`src/kmp_pkg.sv`:
```
`timescale 1ns / 1ps

package kmp_pkg;

  localparam int MAX_PATTERN = 64;
  localparam int INDEX_BITS  = 32;
  localparam int POS_W       = 32;
  localparam int BYTE_W      = 8;
  localparam int CMD_W       = 2;
  localparam int LEN_W       = $clog2(MAX_PATTERN + 1);
  localparam int ADDR_W      = (MAX_PATTERN > 1) ? $clog2(MAX_PATTERN) : 1;
  localparam int IDX1_W      = INDEX_BITS + 1;

  localparam int OUT_BITS    = 1 + POS_W + 1 + 1;
  localparam int OUT_TDATA_W = ((OUT_BITS + 7) / 8) * 8;

  localparam int QDEPTH      = 4;
  localparam int QPTR_W      = $clog2(QDEPTH);
  localparam int QCNT_W      = $clog2(QDEPTH + 1);

  localparam logic [CMD_W-1:0] CMD_APPEND = 2'd0;
  localparam logic [CMD_W-1:0] CMD_TEXT   = 2'd1;
  localparam logic [CMD_W-1:0] CMD_CLEAR  = 2'd2;

  localparam int OP_W = 2;
  localparam logic [OP_W-1:0] OP_NOP    = 2'd0;
  localparam logic [OP_W-1:0] OP_APPEND = 2'd1;
  localparam logic [OP_W-1:0] OP_TEXT   = 2'd2;
  localparam logic [OP_W-1:0] OP_CLEAR  = 2'd3;

  typedef struct packed {
    logic [OP_W-1:0]   op;
    logic [BYTE_W-1:0] data;
  } kmp_item_t;

endpackage

```
`src/kmp_stream_matcher.sv`:
```
`timescale 1ns / 1ps
// Words without a table search go from idle straight to the result register;
// searching pattern and text words pass the compare state, falling back along
// the failure table per mismatch (registered reads). One word per cycle enters
// a 4-deep queue unless full; the matcher pops only when idle with output free.
// Reset (rst_n low, synchronous) empties the queue and result register and
// clears pattern length, search state and index; stores are not cleared.

module kmp_stream_matcher import kmp_pkg::*; (
  input  logic                   clk,
  input  logic                   rst_n,
  input  logic                   in_tvalid,
  output logic                   in_tready,
  input  logic [BYTE_W-1:0]      in_tdata,   // data_byte
  input  logic [CMD_W-1:0]       in_tuser,   // command
  output logic                   out_tvalid,
  input  logic                   out_tready,
  output logic [OUT_TDATA_W-1:0] out_tdata   // match_found, match_position[31:0],
                                             // search_done, pattern_overflow
);

  logic      q_valid;
  logic      q_ready;
  kmp_item_t q_item;

  kmp_front u_front (
    .clk       (clk),
    .rst_n     (rst_n),
    .in_tvalid (in_tvalid),
    .in_tready (in_tready),
    .in_tdata  (in_tdata),
    .in_tuser  (in_tuser),
    .q_valid   (q_valid),
    .q_ready   (q_ready),
    .q_item    (q_item)
  );

  kmp_engine u_engine (
    .clk        (clk),
    .rst_n      (rst_n),
    .q_valid    (q_valid),
    .q_ready    (q_ready),
    .q_item     (q_item),
    .out_tvalid (out_tvalid),
    .out_tready (out_tready),
    .out_tdata  (out_tdata)
  );

endmodule

```
`src/kmp_front.sv`:
```
`timescale 1ns / 1ps

module kmp_front import kmp_pkg::*; (
  input  logic              clk,
  input  logic              rst_n,
  input  logic              in_tvalid,
  output logic              in_tready,
  input  logic [BYTE_W-1:0] in_tdata,   // data_byte
  input  logic [CMD_W-1:0]  in_tuser,   // command
  output logic              q_valid,
  input  logic              q_ready,
  output kmp_item_t         q_item
);

  kmp_item_t           mem_r [QDEPTH];
  logic [QPTR_W-1:0]   wr_ptr_r, wr_ptr_nxt;
  logic [QPTR_W-1:0]   rd_ptr_r, rd_ptr_nxt;
  logic [QCNT_W-1:0]   cnt_r, cnt_nxt;
  logic                push, pop;
  kmp_item_t           item_in;

  always_comb begin
    item_in.data = in_tdata;
    case (in_tuser)
      CMD_APPEND: item_in.op = OP_APPEND;
      CMD_TEXT:   item_in.op = OP_TEXT;
      CMD_CLEAR:  item_in.op = OP_CLEAR;
      default:    item_in.op = OP_NOP;
    endcase
  end

  assign in_tready = (cnt_r != QCNT_W'(QDEPTH));
  assign q_valid   = (cnt_r != '0);
  assign q_item    = mem_r[rd_ptr_r];
  assign push      = in_tvalid && in_tready;
  assign pop       = q_valid && q_ready;

  always_comb begin
    wr_ptr_nxt = push ? wr_ptr_r + QPTR_W'(1) : wr_ptr_r;
    rd_ptr_nxt = pop ? rd_ptr_r + QPTR_W'(1) : rd_ptr_r;
    cnt_nxt    = cnt_r;
    if (push && !pop) begin
      cnt_nxt = cnt_r + QCNT_W'(1);
    end else if (pop && !push) begin
      cnt_nxt = cnt_r - QCNT_W'(1);
    end
  end

  always_ff @(posedge clk) begin
    if (!rst_n) begin
      wr_ptr_r <= '0;
      rd_ptr_r <= '0;
      cnt_r    <= '0;
    end else begin
      wr_ptr_r <= wr_ptr_nxt;
      rd_ptr_r <= rd_ptr_nxt;
      cnt_r    <= cnt_nxt;
    end
  end

  always_ff @(posedge clk) begin
    if (push) begin
      mem_r[wr_ptr_r] <= item_in;
    end
  end

endmodule

```
`src/kmp_engine.sv`:
```
`timescale 1ns / 1ps

module kmp_engine import kmp_pkg::*; (
  input  logic                   clk,
  input  logic                   rst_n,
  input  logic                   q_valid,
  output logic                   q_ready,
  input  kmp_item_t              q_item,
  output logic                   out_tvalid,
  input  logic                   out_tready,
  output logic [OUT_TDATA_W-1:0] out_tdata
);

  localparam logic ST_IDLE = 1'b0;
  localparam logic ST_CMP  = 1'b1;

  logic [BYTE_W-1:0]     pat_mem  [MAX_PATTERN];
  logic [LEN_W-1:0]      fail_mem [MAX_PATTERN];
  logic [BYTE_W-1:0]     pat_q;
  logic [LEN_W-1:0]      fail_q;

  logic                  state_r, state_nxt;
  logic [OP_W-1:0]       op_r, op_nxt;
  logic [BYTE_W-1:0]     byte_r, byte_nxt;
  logic [LEN_W-1:0]      len_r, len_nxt;
  logic [LEN_W-1:0]      plen_r, plen_nxt;
  logic [LEN_W-1:0]      bpl_r, bpl_nxt;
  logic [LEN_W-1:0]      ml_r, ml_nxt;
  logic [INDEX_BITS-1:0] ti_r, ti_nxt;
  logic                  found_r, found_nxt;

  logic                  out_valid_r, out_valid_nxt;
  logic                  out_found_r, out_found_nxt;
  logic [POS_W-1:0]      out_pos_r, out_pos_nxt;
  logic                  out_done_r, out_done_nxt;
  logic                  out_ovf_r, out_ovf_nxt;

  logic                  slot_free;
  logic [LEN_W-1:0]      rd_len;
  logic [LEN_W-1:0]      rd_len_m1;
  logic                  we;
  logic                  do_app, do_txt;
  logic [LEN_W-1:0]      res_len;
  logic [LEN_W-1:0]      start_len;
  logic                  hit;
  logic [IDX1_W-1:0]     idx1;
  logic [IDX1_W-1:0]     plen_ext;
  logic [INDEX_BITS-1:0] pos;

  assign slot_free = !out_valid_r || out_tready;
  assign rd_len_m1 = rd_len - LEN_W'(1);
  assign hit       = (pat_q == byte_r);
  assign idx1      = IDX1_W'(ti_r) + IDX1_W'(1);
  assign plen_ext  = IDX1_W'(plen_r);

  always_comb begin
    state_nxt     = state_r;
    op_nxt        = op_r;
    byte_nxt      = byte_r;
    len_nxt       = len_r;
    plen_nxt      = plen_r;
    bpl_nxt       = bpl_r;
    ml_nxt        = ml_r;
    ti_nxt        = ti_r;
    found_nxt     = found_r;
    out_valid_nxt = out_valid_r && !out_tready;
    out_found_nxt = out_found_r;
    out_pos_nxt   = out_pos_r;
    out_done_nxt  = out_done_r;
    out_ovf_nxt   = out_ovf_r;
    q_ready       = 1'b0;
    rd_len        = len_r;
    we            = 1'b0;
    do_app        = 1'b0;
    do_txt        = 1'b0;
    res_len       = '0;
    start_len     = '0;
    pos           = '0;

    case (state_r)
      ST_IDLE: begin
        q_ready = slot_free;
        if (q_valid && slot_free) begin
          op_nxt   = q_item.op;
          byte_nxt = q_item.data;
          case (q_item.op)
            OP_APPEND: begin
              if (plen_r >= LEN_W'(MAX_PATTERN)) begin
                out_valid_nxt = 1'b1;
                out_found_nxt = 1'b0;
                out_pos_nxt   = '0;
                out_done_nxt  = found_r;
                out_ovf_nxt   = 1'b1;
              end else if (plen_r == '0) begin
                do_app  = 1'b1;
                res_len = '0;
              end else begin
                start_len = (bpl_r >= plen_r) ? '0 : bpl_r;
                len_nxt   = start_len;
                rd_len    = start_len;
                state_nxt = ST_CMP;
              end
            end
            OP_TEXT: begin
              if (found_r) begin
                out_valid_nxt = 1'b1;
                out_found_nxt = 1'b0;
                out_pos_nxt   = '0;
                out_done_nxt  = 1'b1;
                out_ovf_nxt   = 1'b0;
              end else if (plen_r == '0) begin
                out_valid_nxt = 1'b1;
                out_found_nxt = 1'b1;
                out_pos_nxt   = POS_W'(ti_r);
                out_done_nxt  = 1'b0;
                out_ovf_nxt   = 1'b0;
                found_nxt     = 1'b1;
                if (ti_r != '1) begin
                  ti_nxt = ti_r + INDEX_BITS'(1);
                end
              end else begin
                start_len = (ml_r >= plen_r) ? '0 : ml_r;
                len_nxt   = start_len;
                rd_len    = start_len;
                state_nxt = ST_CMP;
              end
            end
            OP_CLEAR: begin
              plen_nxt      = '0;
              bpl_nxt       = '0;
              ml_nxt        = '0;
              ti_nxt        = '0;
              found_nxt     = 1'b0;
              out_valid_nxt = 1'b1;
              out_found_nxt = 1'b0;
              out_pos_nxt   = '0;
              out_done_nxt  = found_r;
              out_ovf_nxt   = 1'b0;
            end
            default: begin
              out_valid_nxt = 1'b1;
              out_found_nxt = 1'b0;
              out_pos_nxt   = '0;
              out_done_nxt  = found_r;
              out_ovf_nxt   = 1'b0;
            end
          endcase
        end
      end
      ST_CMP: begin
        if (len_r != '0 && !hit) begin
          len_nxt = (fail_q < len_r) ? fail_q : '0;
          rd_len  = len_nxt;
        end else begin
          res_len   = len_r + LEN_W'(hit);
          state_nxt = ST_IDLE;
          if (op_r == OP_APPEND) begin
            do_app = 1'b1;
          end else begin
            do_txt = 1'b1;
          end
        end
      end
      default: begin
        state_nxt = ST_IDLE;
      end
    endcase

    if (do_app) begin
      we            = 1'b1;
      bpl_nxt       = res_len;
      plen_nxt      = plen_r + LEN_W'(1);
      ml_nxt        = '0;
      ti_nxt        = '0;
      out_valid_nxt = 1'b1;
      out_found_nxt = 1'b0;
      out_pos_nxt   = '0;
      out_done_nxt  = found_r;
      out_ovf_nxt   = 1'b0;
    end

    if (do_txt) begin
      out_valid_nxt = 1'b1;
      out_found_nxt = 1'b0;
      out_pos_nxt   = '0;
      out_done_nxt  = 1'b0;
      out_ovf_nxt   = 1'b0;
      ml_nxt        = res_len;
      if (res_len >= plen_r) begin
        pos           = (idx1 >= plen_ext) ? INDEX_BITS'(idx1 - plen_ext) : '0;
        out_found_nxt = 1'b1;
        out_pos_nxt   = POS_W'(pos);
        found_nxt     = 1'b1;
        ml_nxt        = '0;
      end
      if (ti_r != '1) begin
        ti_nxt = ti_r + INDEX_BITS'(1);
      end
    end
  end

  always_ff @(posedge clk) begin
    if (we) begin
      pat_mem[plen_r[ADDR_W-1:0]]  <= byte_nxt;
      fail_mem[plen_r[ADDR_W-1:0]] <= res_len;
    end
    pat_q  <= pat_mem[rd_len[ADDR_W-1:0]];
    fail_q <= fail_mem[rd_len_m1[ADDR_W-1:0]];
  end

  always_ff @(posedge clk) begin
    if (!rst_n) begin
      state_r     <= ST_IDLE;
      plen_r      <= '0;
      bpl_r       <= '0;
      ml_r        <= '0;
      ti_r        <= '0;
      found_r     <= 1'b0;
      out_valid_r <= 1'b0;
    end else begin
      state_r     <= state_nxt;
      plen_r      <= plen_nxt;
      bpl_r       <= bpl_nxt;
      ml_r        <= ml_nxt;
      ti_r        <= ti_nxt;
      found_r     <= found_nxt;
      out_valid_r <= out_valid_nxt;
    end
  end

  always_ff @(posedge clk) begin
    op_r        <= op_nxt;
    byte_r      <= byte_nxt;
    len_r       <= len_nxt;
    out_found_r <= out_found_nxt;
    out_pos_r   <= out_pos_nxt;
    out_done_r  <= out_done_nxt;
    out_ovf_r   <= out_ovf_nxt;
  end

  assign out_tvalid = out_valid_r;
  assign out_tdata  = OUT_TDATA_W'({out_ovf_r, out_done_r, out_pos_r, out_found_r});

`ifndef NO_ASSERTIONS
  a_cmp_slot_free: assert property (@(posedge clk) disable iff (!rst_n)
    (state_r == ST_CMP) |-> !out_valid_r)
    else $error("result slot busy while compare in flight");

  a_plen_bound: assert property (@(posedge clk) disable iff (!rst_n)
    plen_r <= LEN_W'(MAX_PATTERN))
    else $error("pattern length beyond capacity");

  a_len_in_range: assert property (@(posedge clk) disable iff (!rst_n)
    (state_r == ST_CMP) |-> (len_r < plen_r))
    else $error("match length outside written pattern");

  a_found_reported: assert property (@(posedge clk) disable iff (!rst_n)
    $rose(found_r) |-> (out_valid_r && out_found_r))
    else $error("match flag set without a reported match");
`endif

endmodule
```
`config.mk`:
```
export PLATFORM = sky130hd
export DESIGN_NAME = kmp_stream_matcher
export DESIGN_NICKNAME = d
export VERILOG_FILES = /design/src/kmp_pkg.sv /design/src/kmp_stream_matcher.sv /design/src/kmp_front.sv /design/src/kmp_engine.sv
export SDC_FILE = /design/constraint.sdc
export NUM_CORES = 2
export LEC_CHECK = 0
export BUFFER_PORTS_ARGS = -buffer_cell sky130_fd_sc_hd__buf_4
export CORE_ASPECT_RATIO = 1.4
export CORE_MARGIN = 3
export CORE_UTILIZATION = 40
export DETAILED_ROUTE_END_ITERATION = 7
export GPL_ROUTABILITY_DRIVEN = 0
export HOLD_SLACK_MARGIN = 0.02
export PLACE_DENSITY = 0.65
export REMOVE_ABC_BUFFERS = 1
export SKIP_CTS_REPAIR_TIMING = 1
export SLEW_MARGIN = 20
export SYNTH_ARGS = -nofsm -noshare
export SYNTH_HDL_FRONTEND = slang
export SYNTH_SLANG_ARGS = --single-unit
```
`constraint.sdc`:
```
create_clock -name clk -period 7.4 [get_ports clk]
set_input_delay 0.37 -clock clk [delete_from_list [all_inputs] [get_ports clk]]
set_output_delay 0.37 -clock clk [all_outputs]
set_load 0.03 [all_outputs]
```
# Yosys cells after proc, flatten, opt, wreduce, memory -nomap -nowiden
# Memories as Yosys holds them, arrays and structs flattened. A register that Yosys moved wholly into a read port is not among the register bits.
# Index checks and enable logic that the tools add are counted.
[word_totals]
wordCells = 186
ram_bits = 1000
reg_bits = 115
n_memories = 3
in_bits = 14
[memory_table]
columns = ["memory", "depth", "word_bits", "read_ports", "rd_clocked_by_memory_dff", "write_ports", "line_no", "text"]
rows = [
  ["u_engine.pat_mem", 64, 8, 1, 1, 1, "kmp_engine.sv:17", "logic [BYTE_W-1:0] pat_mem [MAX_PATTERN];"],
  ["u_engine.fail_mem", 64, 7, 1, 1, 1, "kmp_engine.sv:18", "logic [LEN_W-1:0] fail_mem [MAX_PATTERN];"],
  ["u_front.mem_r", 4, 10, 1, 1, 1, "kmp_front.sv:15", "kmp_item_t mem_r [QDEPTH];"],
]
[op_classes]
n_lt_le_gt_ge = 6
eq_ne = 17
n_mux = 103
n_reduce_logical = 29
bitwise_logic = 1
addsub = 10
[op_table]
columns = ["op", "count"]
rows = [
  ["$mux W32", 17],
  ["$pmux W32 S2", 2],
  ["$mux W7", 18],
  ["$mux W1", 48],
  ["$pmux W7 S2", 3],
  ["$add A32 B1 Y33 const B", 1],
  ["$ge A33 B7 Y1", 1],
  ["$add A32 B1 Y32 const B", 1],
  ["$ne A32 B32 Y1 const B", 1],
  ["$sub A32 B7 Y32", 1],
  ["$ge A7 B7 Y1", 3],
  ["$mux W8", 2],
  ["$pmux W1 S2", 8],
  ["$reduce_and A4 Y1", 3],
  ["$reduce_bool A3 Y1", 3],
  ["$eq A8 B8 Y1", 1],
  ["$ne A4 B1 Y1 const B", 2],
  ["$add A7 B1 Y7", 1],
  ["$add A7 B1 Y7 const B", 1],
  ["$ge A7 B7 Y1 const B", 1],
  ["$logic_and A1 B1 Y1", 7],
  ["$logic_not A7 Y1", 1],
  ["$lt A7 B7 Y1", 1],
  ["$reduce_bool A7 Y1", 1],
  ["22 further kinds", 38],
]

# Logic depth before layout (Yosys ltp)
[depth]
word_depth = 10
depth_mapped = 22

# Modules after synthesis
# From an unflattened synthesis, not the netlist that was laid out.
[unflattened]
hier_cells = 2990
hier_area_um2 = 47307.9
[modules_own_cells]
columns = ["mod", "instances", "area_each_um2", "cells_each"]
rows = [
  ["kmp_engine", 1, 45309.7, 2883],
  ["kmp_front", 1, 1998.2, 107],
]

# Least setup slack after synthesis
# No wires, ideal clock.
[synth_timing]
kind = "register to register"
from = "register (tool-made name)"
to = "register u_engine.fail_q[0] (read register of u_engine.fail_mem)"
path_slack_ps = 1690
t_required_ps = 7280
arrival_time_ps = 5590
setup_time_ps = 120
path_stages_with_launch = 21
path_buffers = 7
cell_sequence = "dfxtp_1 clkbuf_1 mux4_2 inv_1 ha_1 nor3_1 o211ai_1 a21oi_1 a21oi_1 buf_2 inv_2 buf_2 buf_2 buf_1 ha_1 clkbuf_1 clkbuf_1 mux4_2 mux4_1 a22oi_1 nand2_1"
[synth_lines]
columns = ["item", "line_no", "text"]
rows = [
  ["end, declared", "kmp_engine.sv:20", "logic [LEN_W-1:0] fail_q;"],
]

==> metrics.txt <==
Clock Sinks=approximately 1,100; largest net degree at the start of global routing=161; Sw Share=0.351; Area Overhead vs Synth=12.7%; max-cap check violation count=0; Yosys cell types=80; outcome=complete, no violations; Synth Warn #=0; Switching Power=about 7000 µW; CTS buffer count=between 100 and 150; Most used DFF post-synth=edfxtp_1; number of flops mapped to enable cells by yosys=1,036; Max Freq=0.155 GHz; first-pass GRT wire length=approximately 180,000 µm; Final ANT Viol Nets=0; CP endpoint kind=flop; top cell type's share of synthesized area=0.665; Critical Path AT=7000 ps; Final Setup Violations=0; Slew Limit Fails=0; Internal=12,900 µW; final period utilization=0.872; layout net count=3,226; Die Area=0.121 mm²; post-DP HPWL=75,900 µm; routed wire length=between 100,000 and 150,000 µm; Worst Hold End=u_engine.out_tvalid; die span in x=295 µm; Slew HR=0.239; WS Path Type=flop to flop; wire length per cell=25.7 µm; Synth area leaders=edfxtp_1 66%, mux4_2 7.1%, dfxtp_1 4.1%, mux2i_1 3.4%, nand2_1 2.9%; Vias/cell=5.74; r2r endpoint=u_engine.fail_q[0]; clock share of power=0.262; pre-CTS setup slack=985 ps; CTS Buffer Depth=3; share of total power in sequential cells=0.410; unrepaired setup endpoints after global routing=no; Leakage Power=~0.018 µW; top-level port count=56; Syn Inst Count=3,038; vias in the first global route=27,277; n_diodes=0; VDD IR max=between 300 and 400 µV; cell area after synthesis=~0.047 mm²; post-synthesis async set-or-reset flop share=0; setup ws final=947 ps; DIE HEIGHT=411 µm; fin util=0.457; worst-margin pin slew=1140 ps; worst reg2reg path depth=14; DRT iter0 DRCs=2,491; layout cell share with drive strength beyond 1=0.163; via count=27,205; Clock Latency Late Sink=740 ps; fill cell count=a little under 10,000; register-to-register setup slack=950 ps; CP max FO=56; Core Footprint=0.115 mm²; count leader, synth=edfxtp_1; clk_skew=45.5 ps; Syn Area/Cell=15.4 µm²; grt ovf=0; Logic pwr share=0.328; initial antenna violation count=0; Tmin final=6450 ps; port bufs=50; top cells by count, synth=1,036 x edfxtp_1, 361 x nand2_1, 191 x nor2_1; HP Start=out_tready; row count=147; WHS Path Cells=4; Fin. Hold Viols=0; sequential area share after synthesis=0.706; CTS H-tree lvls=3; Pre-antenna DRT Iters=6; cell taking the most area after synthesis=edfxtp_1; CTS tree=built; root buf cell=clkbuf_16; Reg clk slew, reported paths=60 ps; CP required=7950 ps; HP Class=input port to flop; PwrDens=~380 mW/mm²; register bit total from synthesis=1,132; DRC viols=0; crit path launch type=flop; Initial Util=0.406; all-layer global routing usage=0.200
-- cell type report --
cell class | instances | area (µm²) | share of cell area
clock buffer | 123 | 2700 | 0.0513
multi-input combinational | 1696 | 13000 | 0.246
clock inverter | 68 | 557 | 0.0106
sequential | 1132 | 33000 | 0.627
timing repair buffer | 172 | 1360 | 0.0259
inverter | 55 | 216 | 0.00411
tap | 1490 | 1860 | 0.0354
-- kinds of logic (layout without fill, tap and decap cells) --
kind of cell    Yosys count  in the layout  share of synthesized area
simple gates            823            823                     0.0781
compound gates          436            436                     0.0614
flops                  1132           1132                      0.706
fa+ha+maj                52             52                     0.0142
xor+xnor                 68             68                     0.0129
other cells               1              5                  0.0000801
buf+inv                 214            418                     0.0199
mux                     312            312                      0.107
-- cell usage in the layout, fill, tap and decap left out, types with 7 or more instances in the layout --
master,Yosys,final
o22a_1,8,8
o2bb2ai_1,11,11
dlygate4sd3_1,0,9
xnor2_1,42,41
nor4_1,12,12
mux2i_1,160,160
clkbuf_16,0,103
nor3_1,37,35
o2111ai_1,11,11
o22ai_1,10,10
a2111oi_0,7,7
clkbuf_1,79,15
nor2_1,191,176
clkinv_1,2,21
or3_1,24,24
o21ai_0,77,76
clkinv_2,0,30
a22oi_1,36,36
edfxtp_1,1036,1036
ha_1,50,49
o221a_2,7,7
and2_1,12,10
nand2_2,1,9
nand3_1,107,107
mux4_2,148,148
buf_4,10,159
nor2_2,0,13
a21o_1,19,19
xor2_1,25,25
nand2_1,361,353
nand4_1,15,15
a21oi_1,142,141
inv_1,50,48
and3_1,20,18
nand2b_1,12,12
and4_1,7,7
o221ai_1,18,18
dfxtp_1,96,96
a31oi_1,13,12
a32oi_1,29,29
-- power by group through the flow --
stage               Sequential (µW)  Clock (µW)  Combinational, µW
global route                   8190        5550               6930
CTS                            8170        5300               6550
detailed placement             8300           0               6520
floorplan                      8470           0               3550
finish                         8170        5210               6540
global placement               8300           0               6460
-- metrics by stage --
stage / hold slack, ps / TNS, ps / cells / total power [µW] / cell area, µm²
floorplan: 465 / -422890 / 2883 / 12000 / 46100
global placement: 484 / 0 / 4536 / 14800 / 49400
detailed placement: 500 / 0 / 4536 / 14800 / 49400
CTS: -199 / 0 / 4727 / 20000 / 52600
global route: 127 / 0 / 4736 / 20700 / 52700
finish: 111 / 0 / 4736 / 19900 / 52700
-- worst max-delay path: stages, from the launching register on --
cell and delay [ps]:
dfxtp_1 620, mux4_2 460, inv_1 100, ha_1 260, nor3_1 600, o211ai_1 390, a21oi_1 350, a21oi_4 160
inv_8 270, ha_4 330, buf_4 710, mux4_2 420, mux4_1 500, a22oi_1 880, nand2_1 140
-- state kept, by name, summed over array words and instances, names as in the netlist, 7 cells and up, named ones only --
register / cells
u_engine.pat_mem: 512
u_engine.fail_mem: 448
u_front.mem_r: 40
u_engine.out_pos_r: 32
u_engine.ti_r: 32
u_engine.byte_r: 8
u_engine.pat_q: 8
u_engine.bpl_r: 7
u_engine.fail_q: 7
u_engine.len_r: 7
u_engine.ml_r: 7
u_engine.plen_r: 7
-- worst max path at each step --
stage                                     to  slack [ps]  cells past startpoint
after floorplan           u_engine.fail_q[6]      -29130                     13
after detailed placement  u_engine.fail_q[0]         990                     14
final                     u_engine.fail_q[0]         950                     14
after global placement    u_engine.fail_q[0]         960                     14
after CTS                 u_engine.fail_q[0]         960                     14
after global routing      u_engine.fail_q[0]         720                     15
-- metal layers --
layer / up-vias / share of wire / GRT usage
met5: - / 0 / 0
met2: 1120 / 0.52 / 0.354
met1: 13796 / 0.36 / 0.234
met4: 0 / 0.056 / 0.105
met3: 275 / 0.064 / 0.0327
li1: 12014 / - / -
Note: power is estimated with default switching activity, not from simulation.
